### src/hdl/tpg_pkg.sv
// Package for the trigger pulse generator: item types, command and status codes.
package tpg_pkg;

    localparam int unsigned CountWidth = 32;
    localparam int unsigned CfgIndexWidth = 2;

    // Register indexes on the configuration port
    localparam logic [CfgIndexWidth-1:0] CFG_MODE        = 2'd0;
    localparam logic [CfgIndexWidth-1:0] CFG_PERIOD      = 2'd1;
    localparam logic [CfgIndexWidth-1:0] CFG_ON_TICKS    = 2'd2;
    localparam logic [CfgIndexWidth-1:0] CFG_PULSE_LIMIT = 2'd3;

    // Reset values of the configuration registers
    localparam logic [CountWidth-1:0] PERIOD_RESET = 32'd1000;
    localparam logic [CountWidth-1:0] ON_RESET     = 32'd1;
    localparam logic [CountWidth-1:0] LIMIT_RESET  = 32'd0;
    localparam logic [CountWidth-1:0] COUNT_MAX    = '1;

    typedef enum logic [1:0] {
        ACT_TICK  = 2'd0,
        ACT_START = 2'd1,
        ACT_STOP  = 2'd2
    } action_t;

    typedef enum logic [1:0] {
        STAT_IDLE    = 2'd0,
        STAT_RUNNING = 2'd1,
        STAT_ENDED   = 2'd2
    } status_t;

    typedef enum logic {
        MODE_PERIODIC = 1'b0,
        MODE_EDGE     = 1'b1
    } mode_t;

    typedef struct packed {
        logic [1:0] action;
        logic       trig_in;
    } in_item_t;

    typedef struct packed {
        logic                  trig_out;
        logic [1:0]            run_status;
        logic [CountWidth-1:0] pulse_count;
    } out_item_t;

endpackage

### src/hdl/trigger_pulse_generator_unit.sv
// Trigger pulse generator: periodic and edge-triggered pulse train with one result register.
//
// Usage:
//   in_*  : one transaction per timebase tick; action is tick, start run or stop run,
//           trig_in is the sampled trigger level (judged on ticks in edge mode).
//   out_* : one result transaction per input transaction: output level, run status
//           and the saturating count of completed pulses.
//   cfg_* : register writes (mode, period, pulse length, pulse limit), always ready;
//           the user must write only while no transaction is in flight (the block does not enforce it).
// Timing: the result of a transaction is written into the result register on acceptance.
//   Throughput: one transaction per cycle unless stalled; the whole tick update is a
//   single combinational pass from the state registers to the next state and result.
// Stall: in_ready drops only while a result is held and out_ready is low; the result
//   register holds its transaction until taken, and the next input is accepted in
//   the same cycle as the held result leaves.
// Reset: rst_n clears the run state and result valid, and restores the register
//   defaults (periodic mode, period 1000, pulse length 1, unlimited pulses).
module trigger_pulse_generator_unit
    import tpg_pkg::*;
(
    input  logic                     clk,
    input  logic                     rst_n,
    input  logic                     in_valid,
    output logic                     in_ready,
    input  in_item_t                 in_data,
    output logic                     out_valid,
    input  logic                     out_ready,
    output out_item_t                out_data,
    input  logic                     cfg_valid,
    output logic                     cfg_ready,
    input  logic [CfgIndexWidth-1:0] cfg_index,
    input  logic [CountWidth-1:0]    cfg_data
);

    // configuration registers
    logic                  mode_reg;
    logic [CountWidth-1:0] period_reg;
    logic [CountWidth-1:0] on_reg;
    logic [CountWidth-1:0] limit_reg;

    // run state
    logic                  running_reg, running_next;
    logic                  pulsing_reg, pulsing_next;
    logic                  stop_pending_reg, stop_pending_next;
    logic [CountWidth-1:0] since_reg, since_next;
    logic [CountWidth-1:0] pulse_left_reg, pulse_left_next;
    logic [CountWidth-1:0] done_reg, done_next;
    logic                  last_level_reg, last_level_next;

    // result register
    logic      out_valid_reg;
    out_item_t out_data_reg, out_data_next;

    logic in_fire;

    assign cfg_ready = 1'b1;
    assign in_ready  = !out_valid_reg || out_ready;
    assign in_fire   = in_valid && in_ready;
    assign out_valid = out_valid_reg;
    assign out_data  = out_data_reg;

    // One tick of the timebase, mirroring the run/pulse sequencing.
    always_comb
    begin
        logic                  started;
        logic                  ended;
        logic                  drive;
        logic                  fire;
        logic [CountWidth-1:0] per;
        logic [CountWidth-1:0] len;

        running_next      = running_reg;
        pulsing_next      = pulsing_reg;
        stop_pending_next = stop_pending_reg;
        since_next        = since_reg;
        pulse_left_next   = pulse_left_reg;
        done_next         = done_reg;
        last_level_next   = last_level_reg;
        started           = 1'b0;
        ended             = 1'b0;
        drive             = 1'b0;
        fire              = 1'b0;
        per = (period_reg == '0) ? CountWidth'(1) : period_reg;
        len = (on_reg == '0) ? CountWidth'(1) : on_reg;

        if (!running_reg && in_data.action == ACT_START)
        begin
            running_next      = 1'b1;
            started           = 1'b1;
            done_next         = '0;
            stop_pending_next = 1'b0;
            pulsing_next      = 1'b0;
            pulse_left_next   = '0;
            since_next        = '0;
        end
        else if (running_reg && in_data.action == ACT_STOP)
        begin
            if (pulsing_reg)
            begin
                stop_pending_next = 1'b1;
            end
            else
            begin
                running_next      = 1'b0;
                stop_pending_next = 1'b0;
                ended             = 1'b1;
            end
        end

        if (running_next)
        begin
            if (!pulsing_next)
            begin
                if (mode_reg == MODE_PERIODIC)
                begin
                    fire = started || (since_next >= per);
                end
                else if (!started && in_data.trig_in != last_level_reg)
                begin
                    last_level_next = in_data.trig_in;
                    fire            = 1'b1;
                end
            end
            if (fire)
            begin
                pulsing_next    = 1'b1;
                pulse_left_next = len;
                since_next      = '0;
            end
            if (pulsing_next)
            begin
                drive           = 1'b1;
                pulse_left_next = pulse_left_next - CountWidth'(1);
                if (pulse_left_next == '0)
                begin
                    pulsing_next = 1'b0;
                    if (done_next != COUNT_MAX)
                        done_next = done_next + CountWidth'(1);
                    if (stop_pending_next ||
                        (mode_reg == MODE_PERIODIC && limit_reg != '0 &&
                         done_next >= limit_reg))
                    begin
                        running_next      = 1'b0;
                        stop_pending_next = 1'b0;
                        ended             = 1'b1;
                    end
                end
            end
            if (since_next != COUNT_MAX)
                since_next = since_next + CountWidth'(1);
        end

        out_data_next.trig_out    = drive;
        out_data_next.pulse_count = done_next;
        if (ended)
            out_data_next.run_status = STAT_ENDED;
        else if (running_next)
            out_data_next.run_status = STAT_RUNNING;
        else
            out_data_next.run_status = STAT_IDLE;
    end

    // configuration writes
    always_ff @(posedge clk or negedge rst_n)
    begin
        if (!rst_n)
        begin
            mode_reg   <= MODE_PERIODIC;
            period_reg <= PERIOD_RESET;
            on_reg     <= ON_RESET;
            limit_reg  <= LIMIT_RESET;
        end
        else if (cfg_valid)
        begin
            case (cfg_index)
                CFG_MODE:        mode_reg   <= cfg_data[0];
                CFG_PERIOD:      period_reg <= cfg_data;
                CFG_ON_TICKS:    on_reg     <= cfg_data;
                CFG_PULSE_LIMIT: limit_reg  <= cfg_data;
                default:         ;
            endcase
        end
    end

    // run state and result valid
    always_ff @(posedge clk or negedge rst_n)
    begin
        if (!rst_n)
        begin
            running_reg      <= 1'b0;
            pulsing_reg      <= 1'b0;
            stop_pending_reg <= 1'b0;
            since_reg        <= '0;
            pulse_left_reg   <= '0;
            done_reg         <= '0;
            last_level_reg   <= 1'b0;
            out_valid_reg    <= 1'b0;
        end
        else
        begin
            if (in_fire)
            begin
                running_reg      <= running_next;
                pulsing_reg      <= pulsing_next;
                stop_pending_reg <= stop_pending_next;
                since_reg        <= since_next;
                pulse_left_reg   <= pulse_left_next;
                done_reg         <= done_next;
                last_level_reg   <= last_level_next;
                out_valid_reg    <= 1'b1;
            end
            else if (out_ready)
            begin
                out_valid_reg <= 1'b0;
            end
        end
    end

    // result payload, no reset needed
    always_ff @(posedge clk)
    begin
        if (in_fire)
            out_data_reg <= out_data_next;
    end

    // a pulse only exists inside a run
    assert property (@(posedge clk) disable iff (!rst_n) pulsing_reg |-> running_reg)
        else $error("pulse active outside a run");

    // a deferred stop is only held while a pulse completes
    assert property (@(posedge clk) disable iff (!rst_n) stop_pending_reg |-> pulsing_reg)
        else $error("stop pending with no pulse active");

    // an active pulse always has ticks remaining
    assert property (@(posedge clk) disable iff (!rst_n)
                     pulsing_reg |-> (pulse_left_reg != '0))
        else $error("active pulse with zero ticks left");

    // output is never driven high while reporting idle
    assert property (@(posedge clk) disable iff (!rst_n)
                     out_valid_reg |-> !(out_data_reg.trig_out &&
                                         out_data_reg.run_status == STAT_IDLE))
        else $error("trigger driven while idle");

    // a held result is not overwritten by a new transaction
    assert property (@(posedge clk) disable iff (!rst_n)
                     (out_valid_reg && !out_ready) |-> !in_fire)
        else $error("input accepted over a stalled result");

endmodule
### config.mk
export PLATFORM = sky130hd
export DESIGN_NAME = trigger_pulse_generator_unit
export DESIGN_NICKNAME = d
export VERILOG_FILES = /design/src/hdl/tpg_pkg.sv /design/src/hdl/trigger_pulse_generator_unit.sv
export SDC_FILE = /design/constraint.sdc
export NUM_CORES = 1
export LEC_CHECK = 0
export BUFFER_PORTS_ARGS = -buffer_cell sky130_fd_sc_hd__buf_2
export CORE_MARGIN = 1
export CORE_UTILIZATION = 45
export DETAILED_ROUTE_END_ITERATION = 8
export GPL_ROUTABILITY_DRIVEN = 0
export GPL_TIMING_DRIVEN = 1
export SYNTH_ARGS = -nofsm -noshare
export SYNTH_HDL_FRONTEND = slang
export SYNTH_SLANG_ARGS = --single-unit
### constraint.sdc
create_clock -name clk -period 9.2 [get_ports clk]
set_input_delay 0.46 -clock clk [delete_from_list [all_inputs] [get_ports clk]]
set_output_delay 0.46 -clock clk [all_outputs]
set_load 0.02 [all_outputs]
# ---- Word-level counts from Yosys, hierarchy flattened
# Cells that the tools add are included.
dict set report totals {
  reg_bits 233
}
dict set report op_classes {
  addsub 3
  n_lt_le_gt_ge 2
  eq_ne 8
  mux 56
  bitwise 2
  reduce_logical 23
}
# operator n
set op_table {}
lappend op_table {{$mux W32} 20}
lappend op_table {{$logic_not A32 Y1} 3}
lappend op_table {{$add A32 B1 Y32 const B} 2}
lappend op_table {{$ge A32 B32 Y1} 2}
lappend op_table {{$ne A32 B32 Y1 const B} 2}
lappend op_table {{$mux W1} 36}
lappend op_table {{$reduce_bool A32 Y1} 1}
lappend op_table {{$sub A32 B1 Y32 const B} 1}
lappend op_table {{$reduce_and A2 Y1} 4}
lappend op_table {{$eq A2 B2 Y1 const B} 3}
lappend op_table {{$logic_and A1 B1 Y1} 6}
lappend op_table {{$reduce_and A5 Y1} 1}
lappend op_table {{$eq A2 B1 Y1 const B} 2}
lappend op_table {{$logic_not A1 Y1} 3}
lappend op_table {{$logic_or A1 B1 Y1} 3}
lappend op_table {{$logic_not A2 Y1} 1}
lappend op_table {{$not A1 Y1} 2}
lappend op_table {{$reduce_bool A2 Y1} 1}
lappend op_table {{$ne A1 B1 Y1} 1}

# ---- Depth between registers and ports, before layout
dict set report depth {
  word_depth 24
  depth_mapped 39
}

# ---- Worst setup path after synthesis
# Ideal clock, no wire load.
dict set report synth_path {
  path_kind {input-to-reg}
  from {input port in_data[1] in the netlist's numbering}
  to {register out_data_reg (netlist bit out_data[15]) (data pin)}
  t_arrival_ps 8281
  required_time_ps 8944
  setup_slack_ps 663
  path_stages 36
  n_path_buf 14
  path_cell_list {or3b_1 -> clkbuf_1 -> clkbuf_1 -> clkbuf_1 -> clkbuf_1 -> clkbuf_1 -> clkbuf_1 -> clkbuf_1 -> clkbuf_1 -> nand2_1 -> ha_1 -> nand2b_1 -> a2111o_1 -> a311o_1 -> o211a_1 -> buf_6 -> nor2_4 -> buf_4 -> buf_4 -> clkbuf_1 -> clkbuf_1 -> a21oi_1 -> inv_1 -> ha_1 -> o21a_1 -> nand3_1 -> nor3_2 -> o211ai_2 -> nor3_1 -> a21oi_1 -> nor4b_1 -> nand4b_1 -> nor2_4 -> buf_4 -> a21oi_1 -> a31o_2}
}
dict set report synth_between {
  elab_chain_len 16
}
# item line_no
set synth_rtl {}
lappend synth_rtl {{start: declaration} trigger_pulse_generator_unit.sv:25} ;# input in_item_t in_data,
lappend synth_rtl {{branches (longest 15 deep; another with $ge A32 B32 Y1)} -}
lappend synth_rtl {{$mux W32 (*)} trigger_pulse_generator_unit.sv:110} ;# if (running_next)
lappend synth_rtl {{net done_next[15]} trigger_pulse_generator_unit.sv:47} ;# logic [CountWidth-1:0] done_reg, done_next;
lappend synth_rtl {{end signal: assignment} trigger_pulse_generator_unit.sv:223} ;# out_data_reg <= out_data_next;
lappend synth_rtl {{end: declaration} trigger_pulse_generator_unit.sv:52} ;# out_item_t out_data_reg, out_data_next;
# Mark *: on every way through the listed nets, which the timed path passes. The select of a mux whose other input is x is not followed.
# A chain may end at the register's enable or synchronous reset.

# ---- Worst setup path in the final report
dict set report layout_path {
  from {register running_reg}
  to {register out_data_reg (netlist bit out_data[12]) (data pin)}
}
dict set report layout_between {
  elab_chain_len 16
}
# item line_no
set layout_rtl {}
lappend layout_rtl {{start: declaration} trigger_pulse_generator_unit.sv:42} ;# logic running_reg, running_next;
lappend layout_rtl {{start signal: assignment} trigger_pulse_generator_unit.sv:203} ;# running_reg <= running_next;
lappend layout_rtl {{branches (longest 15 deep; another with $ge A32 B32 Y1)} -}
lappend layout_rtl {{$mux W32 (*)} trigger_pulse_generator_unit.sv:110}
lappend layout_rtl {{net done_next[12]} trigger_pulse_generator_unit.sv:47}
# Marked as above.

==> metrics.md <==
| Metric | Value |
|---|---|
| CORE AREA | 0.03370 mm² |
| # setup viols final | 0 |
| TritonRoute pass-1 iters | 6 |
| Fin worst setup slack | around 1.1 ns |
| Fin Clk Skew | around 0.014 ns |
| Switching Fraction | 0.3929 |
| DRT Wirelength | 49360 µm |
| Clk root buf | clkbuf_16 |
| Final HPWL DP | 36610 µm |
| H-Tree Depth | 1 |
| FP Rows | between 60 and 70 |
| Register area | around 0.0060 mm² |
| Sink Count | roughly 230 |
| Final core utilization | 0.5069 |
| Routed vias/inst | approximately 6 |
| Slew Viols, Final | 0 |
| Post-CTS Setup Repair Bufs | 0 |
| Fin nets | roughly 1900 |
| Layout Area Growth over Synthesis | 10.47% |
| Top post-synthesis cells by count | 191 x dfrtp_1, 186 x nand2_1, 125 x o21ai_0 |
| Worst slew margin | 0.2638 |
| I/O Buffers | between 70 and 80 |
| Post-route cell area | between 0.015 and 0.02 mm² |
| Worst slack at placement | ~1.2 ns |
| Post-route minimum period | a little over 8 ns |
| Cts hold-fix bufs | 1 |
| Proportion of layout cells with a drive suffix above 1 | 0.1577 |
| First-pass GRT wire length | slightly below 80000 µm |
| Max reg flops | 35 |
| Hold crit path type | input port to flip-flop |
| Grt ovf | 0 |
| Final hold vios | 0 |
| Top FF cell, synth | dfrtp_1 |
| Post-synth top area cell | dfrtp_1 |
| Clock network latency to the later pin of the worst-skew pair | around 0.57 ns |
| Share of power burned in registers | 0.378 |
| Initial antenna violation count | 1 |
| Number of max-cap violations | 0 |
| VDD IR max | 0.1741 mV |
| Synth top area share | 0.3091 |
| Int Power | roughly 0.0023 W |
| Sw Pwr | ~0.0015 W |
| Pin count of the biggest net entering global routing | 75 |
| Outcome | finished, final reports clean |
| Worst-path clk slew | ~0.060 ns |
| Fmax | 0.1240 GHz |
| Async SR Flop Fraction | 0.8498 |
| Mapped Cells | about 1700 |
| Crit path capture type | flip-flop |
| Initial Util | 0.4589 |
| Pwr per Cell Area | about 230 mW/mm² |
| # resized after CTS | 0 |
| Final cycle utilization of the critical path | 0.8767 |
| YS warnings | 0 |
| Most frequent cell after synthesis | dfrtp_1 |
| Tot GR Track Use | 0.2821 |
| Total number of vias | 13740 |
| Syn nets | around 1800 |
| Clk pwr share | 0.276 |
| Worst Path Arrival | roughly 8.4 ns |
| Num ports | 80 |
| Wirelength per Cell | roughly 22 µm |
| Die area | approximately 0.035 mm² |
| Number of global-route vias before repair | roughly 13000 |
| Placed cell areas | 0.01620 mm² |
| Fillcell total | between 3000 and 4000 |
| Cell Area, Synth | 0.01546 mm² |
| Setup crit start kind | flip-flop |
| CTS tree | done |
| Worst-Margin Slew | 1.100 ns |
| Die height | about 190 µm |
| Longest Clk Path Bufs | 3 |
| Pleak | between 7 and 8 nW |
| Multi-input gate area | 0.008765 mm² |
| Seq cells post-synth | approximately 230 |
| Antenna Nets Post-Route | 0 |
| Crit path max fanout | 38 |
| Sequential area share after synthesis | 0.3889 |
| Post-Route Setup TNS | 0 ns |
| Post-Syn Area per Cell | 8.954 µm² |
| Chip width | roughly 190 µm |
| Critical path class | flip-flop to flip-flop |
| Drt initial violations | about 1200 |
| Comb power frac | 0.346 |
| RSZ-0062 raised after global routing | false |
| ANT cells | 0 |
| Top cells by area, synth | dfrtp_1 31%, mux2_2 8.0%, edfxtp_1 6.8% |
| TritonCTS buffer count | 27 |
| EDFF count, synth | 35 |
| Required time of the critical path | between 9 and 10 ns |
| Count of cell types in the netlist | 85 |
| DRC viols | 0 |
logic make-up after synthesis:
| logic type | count (synthesis) | synth area share |
|---|---|---|
| AO/OA/AOI/OAI | 381 | 0.1564 |
| AND/OR/NAND/NOR | 661 | 0.2182 |
| XOR/XNOR | 84 | 0.04758 |
| other | 1 | 0.0002425 |
| multiplexers | 123 | 0.08852 |
| adder cells (fa/ha/maj) | 68 | 0.05502 |
| buffers and inverters | 176 | 0.04507 |
| flip-flops | 233 | 0.3889 |
stage by stage:
step	instances	hold slack, ns	power [W]
detailed placement	2181	0.4603	0.002781
global placement	2181	0.4601	0.002758
floorplan	1727	0.1644	0.002336
CTS	2230	0.09840	0.003859
global route	2230	0.1218	0.004069
finish	2230	0.1040	0.003864
final cells by class:
class,instances,area share
Clock inverter,13,0.008350
Timing Repair Buffer,99,0.03274
Tap cell,448,0.03281
Sequential cell,233,0.3521
Clock buffer,35,0.04248
Multi-Input combinational cell,1318,0.5131
Inverter,84,0.01846
path summary, 6_finish.rpt:
kind / start / end / slack [ns] / depth (start not counted)
max: running_reg / out_data[12] / 1.13 / 25
min in group asynchronous: rst_n / since_reg[5] / 0.41 / 2
min reg2reg: since_reg[24] / since_reg[24] / 0.48 / 1
max in group asynchronous: rst_n / done_reg[26] / 6.48 / 4
min: in_valid / out_valid / 0.10 / 2
max reg2reg: running_reg / out_data[12] / 1.13 / 25
placed cells by master (no fill, tap or decap), types with 11 or more instances in the layout:
master	count
nor2_1	112
xnor2_1	53
clkbuf_16	27
mux2i_1	13
and2_1	41
buf_4	20
nor4_1	40
or3_1	23
o21ai_0	125
buf_2	77
nand2_1	186
nand4_1	36
xor2_1	31
and3_1	31
nand3_1	55
o31ai_1	14
a21o_1	20
a22o_1	23
a21oi_1	98
ha_1	68
dfrtp_1	191
nor3_1	59
edfxtp_1	35
mux2_2	110
o211ai_1	11
a31oi_1	12
inv_1	83
nand2b_1	16
critical path, cell delays in order, from the launching register on:
cell	delay, ns
dfrtp_1	0.44
or3b_4	0.58
and2_1	0.23
ha_1	0.34
nand4_1	0.17
nor4_2	0.41
a2bb2oi_1	0.20
a21oi_2	0.81
nor2_4	0.08
buf_4	0.29
nor3_1	0.21
a21oi_1	0.10
inv_1	0.09
ha_1	0.25
o21a_1	0.17
nand3_1	0.12
nor3_2	0.22
o211ai_2	0.21
nor3_1	0.52
a21oi_1	0.16
nor4b_1	0.60
nand4b_1	0.43
nor2_4	0.54
buf_4	0.35
nand2_1	0.10
xor2_1	0.17
power groups by stage:
stage / sequential [W] / combinational (W) / clock [W]
after floorplan: 0.00137 / 0.000966 / 0
after global placement: 0.00146 / 0.00129 / 0
after detailed placement: 0.00147 / 0.00131 / 0
after CTS: 0.00145 / 0.00132 / 0.00109
after global routing: 0.00148 / 0.00147 / 0.00112
final: 0.00146 / 0.00134 / 0.00107
per-layer routing:
| layer | track usage | part of all wire | up-vias |
|---|---|---|---|
| met2 | 0.4229 | 0.44 | 542 |
| li1 | - | - | 6338 |
| met5 | 0 | 0 | - |
| met1 | 0.4179 | 0.46 | 6770 |
| met3 | 0.04315 | 0.077 | 89 |
| met4 | 0.08349 | 0.029 | 0 |
Note: power is estimated with default switching activity, not from simulation.
